==> src/rtl/uvs_pkg.sv <==
`default_nettype none
package uvs_pkg;

    // long-division chains: 43 dividend bits, divisor is twice a segment count
    localparam int unsigned DIV_BITS = 43;
    localparam int unsigned DIV_W    = 9;

    localparam int unsigned CORDIC_ITERS = 24;
    localparam logic [31:0] CORDIC_GAIN  = 32'd652032874;

    // atan(2^-i) in 1/2^32 turn
    localparam logic [31:0] ATAN_TURN32 [CORDIC_ITERS] = '{
        32'd536870912, 32'd316933406, 32'd167458907, 32'd85004756,
        32'd42667331,  32'd21354465,  32'd10680094,  32'd5340245,
        32'd2670163,   32'd1335087,   32'd667544,    32'd333772,
        32'd166886,    32'd83443,     32'd41721,     32'd20861,
        32'd10430,     32'd5215,      32'd2608,      32'd1304,
        32'd652,       32'd326,       32'd163,       32'd81
    };

    // register indexes (byte address / 4)
    localparam logic [2:0] REG_RADIUS      = 3'd0;
    localparam logic [2:0] REG_PHI_BEGIN   = 3'd1;
    localparam logic [2:0] REG_PHI_SPAN    = 3'd2;
    localparam logic [2:0] REG_THETA_BEGIN = 3'd3;
    localparam logic [2:0] REG_THETA_SPAN  = 3'd4;
    localparam logic [2:0] REG_WIDTH_SEG   = 3'd5;
    localparam logic [2:0] REG_HEIGHT_SEG  = 3'd6;

    typedef struct packed {
        logic signed [33:0] x;
        logic signed [33:0] y;
        logic signed [33:0] z;
        logic               neg;
    } cordic_t;

    typedef struct packed {
        logic [15:0] vertex_index;
        logic        upper_tri;
        logic        lower_tri;
        logic        in_grid;
    } side_t;

    typedef struct packed {
        logic signed [15:0] tex_u;
        logic [14:0]        tex_v;
    } tex_t;

    typedef struct packed {
        logic signed [15:0] pos_x;
        logic signed [15:0] pos_y;
        logic signed [15:0] pos_z;
        logic signed [15:0] norm_x;
        logic signed [15:0] norm_y;
        logic signed [15:0] norm_z;
        tex_t               tex;
        side_t              side;
    } result_t;

endpackage
`default_nettype wire

==> src/rtl/uvs_cordic_cell.sv <==
`default_nettype none
module uvs_cordic_cell
    import uvs_pkg::*;
#(
    parameter int unsigned STAGE = 0
)
(
    input  wire logic    clk,
    input  wire logic    en,
    input  wire cordic_t din,
    output cordic_t      dout
);

    cordic_t            st_reg, st_next;
    logic signed [33:0] dx, dy, ang;

    always_comb
    begin
        dx  = din.x >>> STAGE;
        dy  = din.y >>> STAGE;
        ang = $signed({2'b00, ATAN_TURN32[STAGE]});
        st_next.neg = din.neg;
        if (din.z >= 0)
        begin
            st_next.x = din.x - dy;
            st_next.y = din.y + dx;
            st_next.z = din.z - ang;
        end
        else
        begin
            st_next.x = din.x + dy;
            st_next.y = din.y - dx;
            st_next.z = din.z + ang;
        end
    end

    always_ff @(posedge clk)
    begin
        if (en)
        begin
            st_reg <= st_next;
        end
    end

    assign dout = st_reg;

endmodule
`default_nettype wire

==> config.mk <==
export PLATFORM = sky130hd
export DESIGN_NAME = uvs_cordic_cell
export DESIGN_NICKNAME = d
export VERILOG_FILES = /design/src/rtl/uvs_pkg.sv /design/src/rtl/uvs_cordic_cell.sv
export SDC_FILE = /design/constraint.sdc
export NUM_CORES = 1
export LEC_CHECK = 0
export BUFFER_PORTS_ARGS = -buffer_cell sky130_fd_sc_hd__buf_2
export CORE_ASPECT_RATIO = 2
export CORE_MARGIN = 4
export CORE_UTILIZATION = 56
export DETAILED_ROUTE_END_ITERATION = 10
export PLACE_DENSITY = 0.82
export SLEW_MARGIN = 20
export SYNTH_ARGS = -nofsm -noshare
export SYNTH_HDL_FRONTEND = slang
export SYNTH_SLANG_ARGS = --single-unit
==> constraint.sdc <==
create_clock -name clk -period 3.4 [get_ports clk]
set_clock_uncertainty 0.1 [all_clocks]
set_input_delay 0.68 -clock clk [delete_from_list [all_inputs] [get_ports clk]]
set_output_delay 0.68 -clock clk [all_outputs]
set_load 0.005 [all_outputs]
Word-level counts from Yosys, hierarchy flattened
Cells that the tools add are included.

storage, ports and cells
  bits in registers = 103
  input bits = 105
  output and inout port bits = 103
  word-level logic and storage cells = 11

cells by class
  add/subtract/negate cells = 5
  order comparisons = 1
  muxes and demuxes = 1

operators by type and width
  operator                                                                              number
  102-bit two-way mux                                                                   1
  34-bit subtractor                                                                     2
  34-bit by 31-bit adder with 34-bit output, second input constant                      1
  34-bit adder                                                                          1
  34-bit by 1-bit greater-or-equal comparator with 1-bit output, second input constant  1
  34-bit by 31-bit subtractor with 34-bit output, second input constant                 1

Logic depth before layout (Yosys ltp)
  depth after elaboration = 2
  mapped depth = 13
  gate-level depth less buffers = 12

Worst setup path after synthesis
OpenSTA, ideal clock, no wires.

  path kind = in2reg
  start = input din[36] in the netlist's numbering
  end = register st_reg, in the netlist dout[100], data pin
  setup time = 0.269 ns
  arrival = 2.745 ns
  data required time = 3.031 ns
  setup slack = 0.286 ns
  stages = 11
  buffers on the path = 0
  path through = inv_1 -> ha_1 -> nor2b_1 -> o2111a_1 -> o311ai_2 -> and2_2 -> o21ai_2 -> a31o_4 -> a2111oi_4 -> a21oi_2 -> xor2_1

RTL lines
  what                  line                   RTL
  start, declared       uvs_cordic_cell.sv:10  input wire cordic_t din,
  end signal, assigned  uvs_cordic_cell.sv:41  st_reg <= st_next;
  end, declared         uvs_cordic_cell.sv:14  cordic_t st_reg, st_next;

==> results.cfg <==
[outcome]
outcome = finished, final reports clean

[worst_hold_path]
launch_instance_of_the_worst_min_delay_path = din[0]
min_delay_path_class = input port to flip-flop

[placement]
io_buffer_count = 207
placed_area_mm2 = 0.0115
hpwl_mm = 26.5
place.gp.congestion = 1.01

[power_and_ir_drop]
p_sw_w = 0.00157
leakage_nw = 5.46
combinationalPowerShare_pct = 40.2
power.share.switching_pct = 35.0
seqPwrFrac_pct = 37.1
power_density_mw_per_mm2 = 380
power.clock.fraction_pct = 22.7
cellInternalPower_w = 0.00292
worst_vdd_ir_uv = 214

[synthesis]
async_reset_ff_share_pct = 0
synth_enable_flop_cells = 102
yosysSeqAreaShare_pct = 33.6
synth_nets = 1233
syn_area_mm2 = 0.00912
post_syn_area_per_cell_um2 = 8.94
ys_warn_count = 0
synth.ff_latch_count = 102
synth_cell_types = 74
postSynthCellCount = 1020
postSynth.topFlopCell = sky130_fd_sc_hd__edfxtp_1

[setup_path]
cp.buffers_inverters = 3
path_class = input port to flip-flop
path_delay_family = compound AO/OA/AOI/OAI gates
crit_path_cell_trace = buf_2 -> ha_1 -> fa_1 -> nor2b_1 -> o211ai_1 -> buf_4 -> nand3_1 -> a21oi_2 -> o31a_1 -> nor3_1 -> o21ai_0 -> buf_4 -> o21ai_0 -> xnor2_1
critPathMaxStageDelay_ns = 0.39
cp-end-kind = flip-flop
timing.critical_path.from_type = input port
critical_path_arrival_ns = 3.35
required_ns = 3.41
crit_fanout = 3
cp_slowest_cell = sky130_fd_sc_hd__fa_1
critPathLaunch = din[35]

[timing]
worst_pin_slew_ns = 0.733
final_count_of_pins_violating_max_slew = 0
post_route_clock_period_utilization_pct = 98.1
timing.max_slew.rel_slack_pct = 50.6
fin_crit_ns = 3.34
rsz_0062_raised_after_global_routing = false
number_of_failing_hold_endpoints_at_the_final_stage = 0
fmaxAchievable_mhz = 300
finalSetupViolCount = 0

[job]
max-cap-violations = 0

[detailed_routing]
drt_pass1_iterations = 5
drc = 0
detail_route.iter0.violations = 528
route.antenna.remaining_nets = 0
drt-vias-per-instance = 6.02
drt-wirelength-per-cell_um = 20.9
routed-via-count = 9417
routed_wirelength_mm = 32.8

[cells_and_area]
fin_util_pct = 74.4
mostFrequentLayoutCell = sky130_fd_sc_hd__buf_2
design_area_mm2 = 0.0118
flow.area_growth_from_synthesis_pct = 29.3
post_route_cells_drive_above_1_share_pct = 30.8
design.final.nets = 1571
layout_common_cells = sky130_fd_sc_hd__buf_2, sky130_fd_sc_hd__buf_4, sky130_fd_sc_hd__a21oi_1
largest_register_ffs = 102
antenna_cells_inserted = 0

[clocking]
postCtsSetupBuffers = 0
cts_inserted_buffers = 9
cts_tree = done
cts_max_level = 3
cts_buffer_depth = 2
cts_repair_resize_count = 0
cts_sink_cnt = 102
hold_buffers = 0
cts_root_buf = sky130_fd_sc_hd__clkbuf_16
clk_pin_slew_ns = 0.07

[floorplanning]
initial_utilization_pct = 57.5
die_h_um = 189
core_area_mm2 = 0.0159
boundaryPins = 208
die_x_um = 98.3
fp.dieArea_mm2 = 0.0185
placementRows = 65

[grt]
grt_antenna_before_repair = 0
first_global_vias = 9659
grt_start_max_net_pins = 55
grt_first_pass_wirelength_mm = 49.3
globalRouteTotalUtil_pct = 34.3
grt_overflow_total = 0
Yosys cell counts (9+ instances only):
cell type / number / share of area [%]
sky130_fd_sc_hd__nand3_1: 13 / 0.71
sky130_fd_sc_hd__o21ai_0: 56 / 3.1
sky130_fd_sc_hd__nor4_1: 12 / 0.82
sky130_fd_sc_hd__xor2_1: 11 / 1.1
sky130_fd_sc_hd__inv_1: 97 / 4.0
sky130_fd_sc_hd__o211ai_1: 11 / 0.91
sky130_fd_sc_hd__ha_1: 104 / 14
sky130_fd_sc_hd__nor2_1: 77 / 3.2
sky130_fd_sc_hd__nor2b_1: 15 / 1.0
sky130_fd_sc_hd__buf_2: 9 / 0.49
sky130_fd_sc_hd__nand2_1: 53 / 2.2
sky130_fd_sc_hd__nor3_1: 24 / 1.3
sky130_fd_sc_hd__xnor2_1: 57 / 5.5
sky130_fd_sc_hd__a21oi_1: 127 / 7.0
sky130_fd_sc_hd__edfxtp_1: 102 / 34
sky130_fd_sc_hd__o21a_1: 12 / 0.99
sky130_fd_sc_hd__clkbuf_1: 23 / 0.95
sky130_fd_sc_hd__o21bai_1: 19 / 1.6
sky130_fd_sc_hd__a21o_1: 21 / 1.7
sky130_fd_sc_hd__a211oi_1: 17 / 1.4
sky130_fd_sc_hd__nand2b_1: 15 / 1.0
sky130_fd_sc_hd__nand4_1: 11 / 0.75
per-layer routing:
layer | vias to the layer above | global-route usage (%) | share of wire (%)
met4 | 0 | 23.5 | 7.5
met5 | - | 0 | 0
met2 | 507 | 68.7 | 56
met3 | 163 | 4.85 | 6.0
met1 | 4400 | 30.0 | 30
li1 | 4347 | - | -
per-stage QoR:
| step | setup slack (ns) | hold slack [ns] | setup TNS, ns | total power [W] | cells |
|---|---|---|---|---|---|
| after CTS | 0.0664 | 0.390 | 0 | 0.00446 | 1564 |
| after floorplan | 0.286 | 0.679 | 0 | 0.00259 | 1020 |
| after global routing | 0.00223 | 0.385 | 0 | 0.00470 | 1564 |
| after global placement | -0.245 | 0.764 | -3.10 | 0.00340 | 1548 |
| final | 0.0645 | 0.391 | 0 | 0.00448 | 1564 |
| after detailed placement | -0.312 | 0.764 | -4.21 | 0.00344 | 1548 |
cells by family (layout without fill, tap and decap cells):
family	Yosys count	in the layout	share of synthesized area (%)
simple gates	257	257	13.9
buf+inv	145	488	6.38
xor+xnor	68	68	6.53
compound gates	334	334	23.8
mux	6	6	0.658
flops	102	102	33.6
fa+ha+maj	108	108	15.1
layout make-up:
cell class	instances	area, um2
timing repair buffer	368	2300
fill	1227	4060
tap	201	251
inverter	104	390
clock buffer	9	225
clock inverter	7	55.1
sequential	102	3060
multi-input combinational	773	5510
power by group through the flow:
stage | registers (W) | logic [W] | clock network (W)
2_1_floorplan | 0.00172 | 0.000874 | 0
3_3_place_gp | 0.00168 | 0.00171 | 0
3_5_place_dp | 0.00169 | 0.00175 | 0
4_1_cts | 0.00167 | 0.00176 | 0.00103
5_1_grt | 0.00168 | 0.00193 | 0.00109
6_report | 0.00166 | 0.00180 | 0.00102
worst paths after layout:
check | endpoint | slack (ns) | cells after the start
setup / recovery | dout[53]$_DFFE_PP_ | 0.06 | 14
hold / removal | dout[0]$_DFFE_PP_ | 0.39 | 1
(Power assumes the default switching activity.)
