$ cat config.mk
export PLATFORM = sky130hd
export DESIGN_NAME = uvs_div_cell
export DESIGN_NICKNAME = d
export VERILOG_FILES = /design/src/rtl/uvs_pkg.sv /design/src/rtl/uvs_div_cell.sv
export SDC_FILE = /design/constraint.sdc
export NUM_CORES = 1
export LEC_CHECK = 0
export BUFFER_PORTS_ARGS = -buffer_cell sky130_fd_sc_hd__buf_2
export CORE_MARGIN = 2
export CORE_UTILIZATION = 48
export DETAILED_ROUTE_END_ITERATION = 12
export PLACE_DENSITY_LB_ADDON = 0.25
export REMOVE_ABC_BUFFERS = 1
export SLEW_MARGIN = 15
export SYNTH_ARGS = -nofsm -noshare
export SYNTH_HDL_FRONTEND = slang
export SYNTH_SLANG_ARGS = --single-unit
$ cat constraint.sdc
create_clock -name clk -period 5.9 [get_ports clk]
set_input_delay 0.59 -clock clk [delete_from_list [all_inputs] [get_ports clk]]
set_output_delay 0.59 -clock clk [all_outputs]
set_load 0.01 [all_outputs]
$ cat src/rtl/uvs_pkg.sv
`default_nettype none
package uvs_pkg;

    // long-division chains: 43 dividend bits, divisor is twice a segment count
    localparam int unsigned DIV_BITS = 43;
    localparam int unsigned DIV_W    = 9;

    localparam int unsigned CORDIC_ITERS = 24;
    localparam logic [31:0] CORDIC_GAIN  = 32'd652032874;

    // atan(2^-i) in 1/2^32 turn
    localparam logic [31:0] ATAN_TURN32 [CORDIC_ITERS] = '{
        32'd536870912, 32'd316933406, 32'd167458907, 32'd85004756,
        32'd42667331,  32'd21354465,  32'd10680094,  32'd5340245,
        32'd2670163,   32'd1335087,   32'd667544,    32'd333772,
        32'd166886,    32'd83443,     32'd41721,     32'd20861,
        32'd10430,     32'd5215,      32'd2608,      32'd1304,
        32'd652,       32'd326,       32'd163,       32'd81
    };

    // register indexes (byte address / 4)
    localparam logic [2:0] REG_RADIUS      = 3'd0;
    localparam logic [2:0] REG_PHI_BEGIN   = 3'd1;
    localparam logic [2:0] REG_PHI_SPAN    = 3'd2;
    localparam logic [2:0] REG_THETA_BEGIN = 3'd3;
    localparam logic [2:0] REG_THETA_SPAN  = 3'd4;
    localparam logic [2:0] REG_WIDTH_SEG   = 3'd5;
    localparam logic [2:0] REG_HEIGHT_SEG  = 3'd6;

    typedef struct packed {
        logic signed [33:0] x;
        logic signed [33:0] y;
        logic signed [33:0] z;
        logic               neg;
    } cordic_t;

    typedef struct packed {
        logic [15:0] vertex_index;
        logic        upper_tri;
        logic        lower_tri;
        logic        in_grid;
    } side_t;

    typedef struct packed {
        logic signed [15:0] tex_u;
        logic [14:0]        tex_v;
    } tex_t;

    typedef struct packed {
        logic signed [15:0] pos_x;
        logic signed [15:0] pos_y;
        logic signed [15:0] pos_z;
        logic signed [15:0] norm_x;
        logic signed [15:0] norm_y;
        logic signed [15:0] norm_z;
        tex_t               tex;
        side_t              side;
    } result_t;

endpackage
`default_nettype wire

$ cat src/rtl/uvs_div_cell.sv
`default_nettype none
module uvs_div_cell
    import uvs_pkg::*;
(
    input  wire logic                clk,
    input  wire logic                en,
    input  wire logic [DIV_W-1:0]    divisor,
    input  wire logic [DIV_W-1:0]    rem_in,
    input  wire logic [DIV_BITS-1:0] word_in,
    output logic      [DIV_W-1:0]    rem_out,
    output logic      [DIV_BITS-1:0] word_out
);

    logic [DIV_W-1:0]    rem_reg, rem_next;
    logic [DIV_BITS-1:0] word_reg, word_next;
    logic [DIV_W:0]      trial;
    logic [DIV_W:0]      diff;
    logic                ge;

    // one restoring step: dividend bits leave at the top, quotient bits enter at the bottom
    always_comb
    begin
        trial     = {rem_in, word_in[DIV_BITS-1]};
        diff      = trial - {1'b0, divisor};
        ge        = trial >= {1'b0, divisor};
        rem_next  = ge ? diff[DIV_W-1:0] : trial[DIV_W-1:0];
        word_next = {word_in[DIV_BITS-2:0], ge};
    end

    always_ff @(posedge clk)
    begin
        if (en)
        begin
            rem_reg  <= rem_next;
            word_reg <= word_next;
        end
    end

    assign rem_out  = rem_reg;
    assign word_out = word_reg;

endmodule
`default_nettype wire

### After elaboration in Yosys (flattened, before gate mapping)

Cells that the tools add are included.

* bits of input ports: 63
* output and inout port bits: 52
* register bits after elaboration: 52

* magnitude comparators: 1
* multiplexer cells: 1
* add/subtract/negate cells: 1

Operator list (number)
* $ge 10x9->1: 1
* $mux 9: 1
* $sub 9x9->9: 1

### Longest topological paths before layout

Gate-level depths: netlist (run 1).

* word-level depth: 2
* depth in mapped cells: 9
* depth with buffers taken out: 9

### Least setup slack after synthesis (run 1)

Ideal clock, no wire load.

* path type: input to register
* from: input word_in[42]
* to: register rem_reg[2] (netlist: rem_out[2]), data pin
* stages on the path: 9
* arrival time: 2.415 ns
* required time: 5.640 ns
* library setup time: 0.260 ns
* path buffers: 0
* setup slack: 3.225 ns
* cell sequence: inv_1 > ha_1 > inv_1 > fa_1 > a211oi_2 > o21ai_2 > a211oi_4 > inv_4 > mux2_4

* cells in the longest elaborated chain, start to end: 2
* elaborated cells on any way between the ends: 3
* those cells by class: add/sub (1); order compare (1); mux (1)

RTL lines
* from (decl): RTL line uvs_div_cell.sv:9 `input wire logic [DIV_BITS-1:0] word_in,`
* $ge 10x9->1: RTL line uvs_div_cell.sv:25 `ge = trial >= {1'b0, divisor};`
* named net ge: RTL line uvs_div_cell.sv:18 `logic ge;`
* $mux 9: RTL line uvs_div_cell.sv:26 `rem_next = ge ? diff[DIV_W-1:0] : trial[DIV_W-1:0];`
* named net rem_next[2]: RTL line uvs_div_cell.sv:14 `logic [DIV_W-1:0] rem_reg, rem_next;`
* to (signal assigned): RTL line uvs_div_cell.sv:34 `rem_reg <= rem_next;`
* to (decl): RTL line uvs_div_cell.sv:14

The timed path passes the listed nets, and every way through them passes these cells.
A chain may end at the register's enable or synchronous reset.

### Worst setup path in the final report (run 1)

* from: input word_in[42]
* to: register rem_reg[4] (netlist: rem_out[4]), data pin

Same word-level chain as after synthesis.

==> summary.txt, run 1 <==
CP Data Required Time: 5960 ps
CTS tree: yes
Post-synth top area share: 69.9%
Total wire length: 4.71 mm
Async set-reset flop share out of synthesis: 0%
Max rail drop VDD: 0.121 mV
M2 GR Usage: 30.9%
Final min period: 2630 ps
PD cells: 272 nW/um^2
DR iter-0 viols: 83
DRT Pass-1 Iters: 4
Die ar.: 5220 sq um
Crit path from: word_in[42]
Clock Tree Buf Depth: 2
Top cells by area, synth: edfxtp_1 (70%), ha_1 (5.0%), inv_1 (2.0%)
Tcrit/Tclk final: 44.6%
H-tree levels: 2
Cells after DPL: 300
Clk sinks: 52
Met3 track demand over resource: 4.17%
Post-synthesis average cell area: 16.2 sq um
Critical path endpoint category: flip-flop
Most used routing layer: met2
CP startpoint kind: primary input
Layout cell share with drive strength beyond 1: 51.6%
DRT antenna net count: 0
Final core utilization: 66.5%
WP data arrival: 2690 ps
Status: finished, final reports clean
Top cells by count, synth: edfxtp_1 (52), inv_1 (12), ha_1 (9)
Cell Rows: 24
Unique masters post-synth: 42
# IOs: 115
Top-count cell post-synth: edfxtp_1
Vias: 1580
Syn. warnings: 0
Met1 Track Usage GR: 23.0%
GRT overflow: 0
Vias in the first global route: 1471
Die width: 72.2 um
Clock transition at path regs: 90 ps
Initial antenna violation count: 0
First-pass GRT wire length: 7.18 mm
Vias/cell: 5.13
CTS buffer count: 5
Wire length per cell: 15.3 um
Min-delay src: word_in[2]
Die height: 72.2 um
Total GRT Usage: 18.3%
Crit Path Max Fanout: 7
WS Path Type: primary input to flip-flop
Post-synthesis sequential area ratio: 69.9%
Resize count post-CTS: 0
Root Driver: clkbuf_8
Post-DP HPWL: 3.71 mm
Total core area: 4410 sq um
Hold Violations, Final: 0
Hold_buf cts: 0
Largest net degree at the start of global routing: 53
EDFF count, synth: 52
Max Cap Viol: 0
RSZ-0062 raised after global routing: no
Static Leak: 1.29 nW
Post-CTS setup buffer count: 0
Gpl congestion: 0.922
Number of buffers added on ports: 114
P&R area growth vs syn: 31.3%
Slew @ Worst Pin: 1120 ps
Slew margin rel.: 25.2%
Setup TNS: 0 ps
Hold WC Path Type: primary input to flip-flop
Setup-failing EPs final: 0
Max Clock Freq: 380 MHz
Post-synth top area cell: edfxtp_1
Final non-filler cell total: 308
Final net count: 328
DRC: 0
Post-Syn Area: 2230 sq um
Initial Util: 50.6%
Mapped Cells: 138
# diodes: 0
Final Max Slew Viols: 0
Min Hold Slack: 452 ps
#FFs+latches synth: 52
Top_reg_cell synth: edfxtp_1
flip-flops by register name, summed over array words and instances (netlist names):
| signal | cells |
|---|---|
| word_out | 43 |
| rem_out | 9 |
worst max-delay path, stage by stage:
cell,delay (ps)
buf_2,90
inv_1,60
ha_1,160
inv_1,50
fa_1,420
a211oi_2,350
o21ai_2,150
a211oi_4,390
inv_4,110
mux2_4,310
layer usage:
layer / part of all wire, % / vias up
met5: 0 / -
met4: 0.98 / 0
met3: 8.7 / 3
met2: 51 / 78
met1: 40 / 729
li1: - / 770
through the flow:
step / setup slack (ps) / total power, W / instance area [sq um]
2_1_floorplan: 3230 / 0.000543 / 2210
3_3_place_gp: 3020 / 0.000611 / 2850
3_5_place_dp: 2950 / 0.000616 / 2850
4_1_cts: 3270 / 0.000805 / 2930
5_1_grt: 3130 / 0.000834 / 2930
6_report: 3270 / 0.000799 / 2930
worst paths after layout:
path                               endpoint  slack [ps]  cells past startpoint
worst max-delay path   rem_out[4]$_DFFE_PP_        3270                     10
worst min-delay path  word_out[3]$_DFFE_PP_         450                      1
kinds of logic after synthesis:
logic type,after synthesis,synth area share [%]
buffers and inverters,17,3.36
adder cells (fa/ha/maj),10,5.94
AO/OA/AOI/OAI,33,11.9
multiplexers,6,3.42
AND/OR/NAND/NOR,17,4.37
flip-flops,52,69.9
XOR/XNOR,3,1.18
final cells by class:
cell class              count  area [sq um]
clock inverters             3          18.8
flip-flops and latches     52          1560
fillers                   339          1480
multi-input cells          69           598
clock buffers               5          68.8
well taps                  52          65.1
repair buffers            114           571
inverters                  13          51.3
cells in the final DEF (no fill, tap or decap), types with 2 or more instances in the layout:
master,synthesis,final
inv_1,12,12
a21o_1,3,3
nor2_1,2,2
a211oi_1,2,2
o211ai_1,4,4
a211o_1,2,2
mux2_4,3,3
edfxtp_1,52,52
o31ai_1,2,2
clkbuf_8,0,5
nand3_1,2,2
nand2b_1,3,3
a2111oi_0,2,2
buf_2,1,114
mux2i_1,2,2
a21oi_1,6,6
xnor2_1,2,2
ha_1,9,9
nand2_1,4,4
clkinvlp_4,0,2
report_power, final:
group          switching [W]  total [W]  internal, W
Sequential        0.00000668   0.000453     0.000446
Combinational      0.0000839   0.000153    0.0000690
Clock               0.000111   0.000193    0.0000819
Power figures use the tool's default switching activity.
==> run 2: changes to the inputs <==
--- a/config.mk
+++ b/config.mk
@@ -5,9 +5,10 @@
 export SDC_FILE = /design/constraint.sdc
 export NUM_CORES = 1
 export LEC_CHECK = 0
+export ABC_AREA = 1
 export BUFFER_PORTS_ARGS = -buffer_cell sky130_fd_sc_hd__buf_2
 export CORE_MARGIN = 2
-export CORE_UTILIZATION = 48
+export CORE_UTILIZATION = 45
 export DETAILED_ROUTE_END_ITERATION = 12
 export PLACE_DENSITY_LB_ADDON = 0.25
 export REMOVE_ABC_BUFFERS = 1
==> constraint.sdc (replaced) <==
create_clock -name clk -period 2.67 [get_ports clk]
set_input_delay 0.267 -clock clk [delete_from_list [all_inputs] [get_ports clk]]
set_output_delay 0.267 -clock clk [all_outputs]
set_load 0.01 [all_outputs]
==> summary.txt, run 2 <==
Pre-CTS WS: 779 ps (-2170 ps)
Die width: 74.3 um (+2.9%)
First-pass GRT wire length: 6.87 mm (-4.3%)
# diodes: 0 (unchanged)
Total wire length: 4.54 mm (-3.6%)
DRC: 0 (unchanged)
Post-synthesis average cell area: 12.5 sq um (-23%)
Static Leak: 1.48 nW (+14%)
Syn. warnings: 0 (unchanged)
CP startpoint kind: primary input
Status: finished, final reports clean
Top_reg_cell synth: edfxtp_1
Max Clock Freq: 633 MHz
Post-DP HPWL: 3.66 mm (-1.3%)
Largest net degree at the start of global routing: 53 (unchanged)
Vias/cell: 4.56 (-11%)
Top cells by area, synth: edfxtp_1 (70%), nand2_1 (8.6%), ha_1 (5.1%)
Initial antenna violation count: 0 (unchanged)
Clk sinks: 52 (unchanged)
Post-synth top area cell: edfxtp_1
Post-synth top area share: 70.2% (+0.35 points)
Setup-failing EPs final: 0 (unchanged)
Max rail drop VDD: 0.244 mV (+100%)
Layout cell share with drive strength beyond 1: 43.1% (-8.4 points)
CTS tree: yes
Final core utilization: 63.6% (-2.9 points)
Hold_buf cts: 0 (unchanged)
#FFs+latches synth: 52 (unchanged)
Final Max Slew Viols: 0 (unchanged)
Clock Tree Buf Depth: 2 (unchanged)
Total core area: 4750 sq um (+7.7%)
DRT Pass-1 Iters: 4 (unchanged)
PD cells: 632 nW/um^2 (+130%)
WP data arrival: 1630 ps (-1060 ps)
Gpl congestion: 0.833 (-9.6%)
Unique masters post-synth: 18 (-57%)
Hold Violations, Final: 0 (unchanged)
# IOs: 115 (unchanged)
GRT overflow: 0 (unchanged)
Clock transition at path regs: 80 ps (about the same)
Top-count cell post-synth: edfxtp_1
CP Data Required Time: 2720 ps (-3240 ps)
Top cells by count, synth: edfxtp_1 (52), nand2_1 (51), inv_1 (25)
Die height: 74.3 um (+2.9%)
Wire length per cell: 12.4 um (-19%)
Final net count: 372 (+13%)
Post-CTS setup buffer count: 0 (unchanged)
Commonest non-fill, non-tap cells in the layout: buf_2 (114), edfxtp_1 (52), nand2_1 (51)
Cell Rows: 25 (+4.2%)
Tcrit/Tclk final: 59.2%
Hold WC Path Type: primary input to flip-flop
Final min period: 1580 ps
Post-synthesis sequential area ratio: 70.2% (+0.35 points)
# fillers: 420 (+24%)
Root Driver: clkbuf_8
Final WS setup: 1090 ps (-2180 ps)
H-tree levels: 2 (unchanged)
Post-Syn Area: 2220 sq um (-0.50%)
P&R area growth vs syn: 35.9%
Mapped Cells: 178 (+29%)
Vias in the first global route: 1546 (+5.1%)
Critical path endpoint category: flip-flop
Max Cap Viol: 0 (unchanged)
WS Path Type: primary input to flip-flop
Async set-reset flop share out of synthesis: 0% (unchanged)
Most common cell after layout, fill and taps aside: buf_2
EDFF count, synth: 52 (unchanged)
Min Hold Slack: 145 ps (-307 ps)
DRT antenna net count: 0 (unchanged)
DR iter-0 viols: 69 (-17%)
Crit Path Max Fanout: 10 (+3)
Number of buffers added on ports: 114 (unchanged)
Total GRT Usage: 16.6% (-1.7 points)
Initial Util: 46.8% (-3.9 points)
Max FFs per register: 43 (unchanged)
CTS buffer count: 5 (unchanged)
Die ar.: 5520 sq um (+5.8%)
Slew @ Worst Pin: 319 ps (-803 ps)
Resize count post-CTS: 0 (unchanged)
Vias: 1669 (+5.6%)
Setup TNS: 0 ps (unchanged)
RSZ-0062 raised after global routing: no
Slew margin rel.: 78.7% (+53 points)
## run 2: cell type report
type / count / area [sq um] / area share, %
clock inverters: 2 / 60.1 / 1.99
inverters: 26 / 97.6 / 3.23
clock buffers: 5 / 68.8 / 2.28
multi-input cells: 99 / 559 / 18.5
flip-flops and latches: 52 / 1560 / 51.7
well taps: 67 / 83.8 / 2.77
repair buffers: 115 / 591 / 19.5
## run 2: routing by layer
metal / part of all wire, % / global-route usage [%] / vias up / routed length (um)
li1: - / - / 840 / -
met1: 38 / 18.3 / 750 / 1730
met2: 51 / 31.0 / 73 / 2330
met3: 9.1 / 4.20 / 6 / 413
met4: 1.3 / 5.95 / 0 / 60
met5: 0 / 0 / - / 0
## run 2: cell families after synthesis
| logic type | after synthesis | share of synthesized area, % |
|---|---|---|
| AND/OR/NAND/NOR | 81 | 16.2 |
| XOR/XNOR | 3 | 1.18 |
| flip-flops | 52 | 70.2 |
| AO/OA/AOI/OAI | 5 | 1.80 |
| adder cells (fa/ha/maj) | 10 | 5.97 |
| buffers and inverters | 27 | 4.61 |
## run 2: where the power goes
part | switching (W) | internal [W]
Combinational | 0.000186 | 0.000134
Sequential | 0.0000147 | 0.000984
Clock | 0.000224 | 0.000368
Total | 0.000425 | 0.00149
## run 2: stage by stage
stage	instances	cell area [sq um]	total power, W
floorplan	177	2220	0.00118
global placement	359	2890	0.00133
detailed placement	359	2890	0.00134
CTS	366	3020	0.00193
global route	366	3020	0.00200
finish	366	3020	0.00191
## run 2: path summary, 6_finish.rpt
path	start	endpoint	cells after the start	slack, ps
hold / removal	word_in[8]	word_out[9]$_DFFE_PP_	1	150
setup / recovery	word_in[42]	rem_out[7]$_DFFE_PP_	11	1090
## run 2: critical path: stages
cell	delay, ps
buf_2	100
inv_1	50
ha_1	130
inv_1	70
fa_1	420
nand4_1	150
nand2_2	90
nand2_4	130
nand2_4	100
nand2_1	90
nand2_1	50
==> run 3: changes to the inputs <==
--- a/config.mk
+++ b/config.mk
@@ -8,7 +8,7 @@
 export ABC_AREA = 1
 export BUFFER_PORTS_ARGS = -buffer_cell sky130_fd_sc_hd__buf_2
 export CORE_MARGIN = 2
-export CORE_UTILIZATION = 45
+export CORE_UTILIZATION = 40
 export DETAILED_ROUTE_END_ITERATION = 12
 export PLACE_DENSITY_LB_ADDON = 0.25
 export REMOVE_ABC_BUFFERS = 1
==> constraint.sdc (replaced) <==
create_clock -name clk -period 1.4 [get_ports clk]
set_input_delay 0.14 -clock clk [delete_from_list [all_inputs] [get_ports clk]]
set_output_delay 0.14 -clock clk [all_outputs]
set_load 0.01 [all_outputs]
==> summary.txt, run 3 (same netlist as run 2, synthesis figures left out) <==
Status: finished, final reports clean
CP Data Required Time: 1450 ps (-1270 ps)
Hold path endpoint: word_out[32]$_DFFE_PP_
CTS buffer count: 5 (unchanged)
Number of buffers added on ports: 114 (unchanged)
Initial antenna violation count: 0 (unchanged)
# diodes: 0 (unchanged)
DR iter-0 viols: 43 (-38%)
DRT antenna net count: 0 (unchanged)
H-tree levels: 2 (unchanged)
Critical path, cell by cell: buf_2 > inv_1 > ha_1 > inv_1 > fa_2 > nand4_1 > nand2_2 > nand2_4 > nand2_4 > nand2_1 > nand2_1
Slowest-stage cell, CP: fa_2
Max Clock Freq: 768 MHz
Die height: 78.6 um (+5.7%)
Power, Total: 0.00339 W (+77%)
Total wire length: 4.55 mm (about the same)
Comb power frac: 20.1% (+3.4 points)
Post-CTS setup buffer count: 0 (unchanged)
Die ar.: 6170 sq um (+12%)
Cell Rows: 27 (+8.0%)
Multi-input gate area: 564 sq um (+0.89%)
Critical path endpoint category: flip-flop
Min-delay src: word_in[31]
Post-DP HPWL: 3.69 mm (+0.73%)
Clock Tree Buf Depth: 2 (unchanged)
Max Cap Viol: 0 (unchanged)
Gpl congestion: 0.808 (-2.9%)
Slew @ Worst Pin: 261 ps (-58.3 ps)
Storage element area: 1560 sq um (unchanged)
Total GRT Usage: 14.6% (-2.0 points)
P&R area growth vs syn: 43.1%
WS Path Type: primary input to flip-flop
DRC: 0 (unchanged)
Wire length per cell: 11.5 um (-7.5%)
Switching share of power: 24.8% (+2.5 points)
DRT Pass-1 Iters: 4 (unchanged)
Vias: 1745 (+4.6%)
Initial Util: 40.9% (-5.9 points)
Hold Violations, Final: 0 (unchanged)
Die width: 78.6 um (+5.7%)
CP max stage delay: 350 ps (-70 ps)
CP startpoint kind: primary input
Vias/cell: 4.41 (-3.4%)
Tcrit/Tclk final: 93.0%
GRT overflow: 0 (unchanged)
Cells after DPL: 386 (+7.5%)
Setup-failing EPs final: 0 (unchanged)
Clock transition at path regs: 90 ps (about the same)
Layout cell share with drive strength beyond 1: 47.2% (+4.1 points)
Crit Path Max Fanout: 10 (unchanged)
Sequential group share of total power: 56.2% (+4.0 points)
Clk sinks: 52 (unchanged)
Final Max Slew Viols: 0 (unchanged)
Vias in the first global route: 1528 (-1.2%)
Largest net degree at the start of global routing: 53 (unchanged)
Setup TNS: 0 ps (unchanged)
Worst Hold Depth: 1 (unchanged)
Max rail drop VDD: 0.440 mV (+81%)
Total core area: 5440 sq um (+14%)
Final min period: 1300 ps
Slew margin rel.: 82.5% (+3.9 points)
# fillers: 484 (+15%)
Final net count: 396 (+6.5%)
WP data arrival: 1360 ps (-270 ps)
Pint: 0.00255 W (+71%)
RSZ-0062 raised after global routing: no
Final non-filler cell total: 396 (+8.2%)
Hold WC Path Type: primary input to flip-flop
Clock group share of total power: 23.7% (-7.3 points)
Static Leak: 1.57 nW (+6.1%)
First-pass GRT wire length: 6.87 mm (-0.10%)
Psw: 0.000838 W (+97%)
PD cells: 1060 nW/um^2 (+68%)
# IOs: 115 (unchanged)
CTS tree: yes
Root Driver: clkbuf_8
Commonest non-fill, non-tap cells in the layout: buf_2 (114), edfxtp_1 (52), nand2_1 (51)
Max FFs per register: 43 (unchanged)
Final core utilization: 58.5% (-5.1 points)
Most common cell after layout, fill and taps aside: buf_2
[run 3: how the worst max path moves through the flow]
stage                     start              endpoint  slack [ps]  cells past startpoint
CTS                 word_in[42]  rem_out[4]$_DFFE_PP_          30                     11
detailed placement  word_in[42]  rem_out[8]$_DFFE_PP_        -290                     13
finish              word_in[42]  rem_out[8]$_DFFE_PP_         100                     11
floorplan           word_in[42]  rem_out[7]$_DFFE_PP_        -130                     10
global placement    word_in[42]  rem_out[8]$_DFFE_PP_        -240                     13
global route        word_in[42]  rem_out[8]$_DFFE_PP_           4                     13
[run 3: cell type report]
type,count,share of cell area [%]
Inverter,26,3.07
Multi-Input combinational cell,99,17.7
Clock inverter,2,0.511
Tap cell,72,2.83
Timing Repair Buffer,139,24.5
Sequential cell,52,49.1
Clock buffer,6,2.28
[run 3: routing by layer]
| metal | track usage, % | up-vias | share of wire (%) |
|---|---|---|---|
| li1 | - | 889 | - |
| met1 | 17.0 | 766 | 40 |
| met2 | 25.7 | 84 | 49 |
| met3 | 3.68 | 6 | 9.1 |
| met4 | 5.79 | 0 | 1.7 |
| met5 | 0 | - | 0 |
[run 3: repair_timing]
action / CTS / global route
resized for setup: 0 / 3
hold endpoints to repair: 0 / 2
hold buffers: 0 / 2
setup endpoints to repair: 0 / 9
[run 3: stage by stage]
step	hold slack [ps]	setup slack [ps]	cell area, sq um
6_report	12.7	98.3	3180
5_1_grt	0.247	3.57	3180
4_1_cts	2.36	31.5	3150
3_5_place_dp	318	-285	3060
3_3_place_gp	316	-244	3060
2_1_floorplan	239	-134	2220
[run 3: worst max-delay path: cells and delay by family]
kind                     cells  cell delay [ps]
buffers and inverters        3              210
AND/OR/NAND/NOR              6              530
adder cells (fa/ha/maj)      2              480
[run 3: power by group through the flow]
stage | registers (W) | logic, W | clock network (W)
floorplan | 0.00203 | 0.000227 | 0
global placement | 0.00194 | 0.000675 | 0
detailed placement | 0.00194 | 0.000683 | 0
CTS | 0.00191 | 0.000684 | 0.000835
global route | 0.00192 | 0.000756 | 0.000890
finish | 0.00190 | 0.000679 | 0.000803
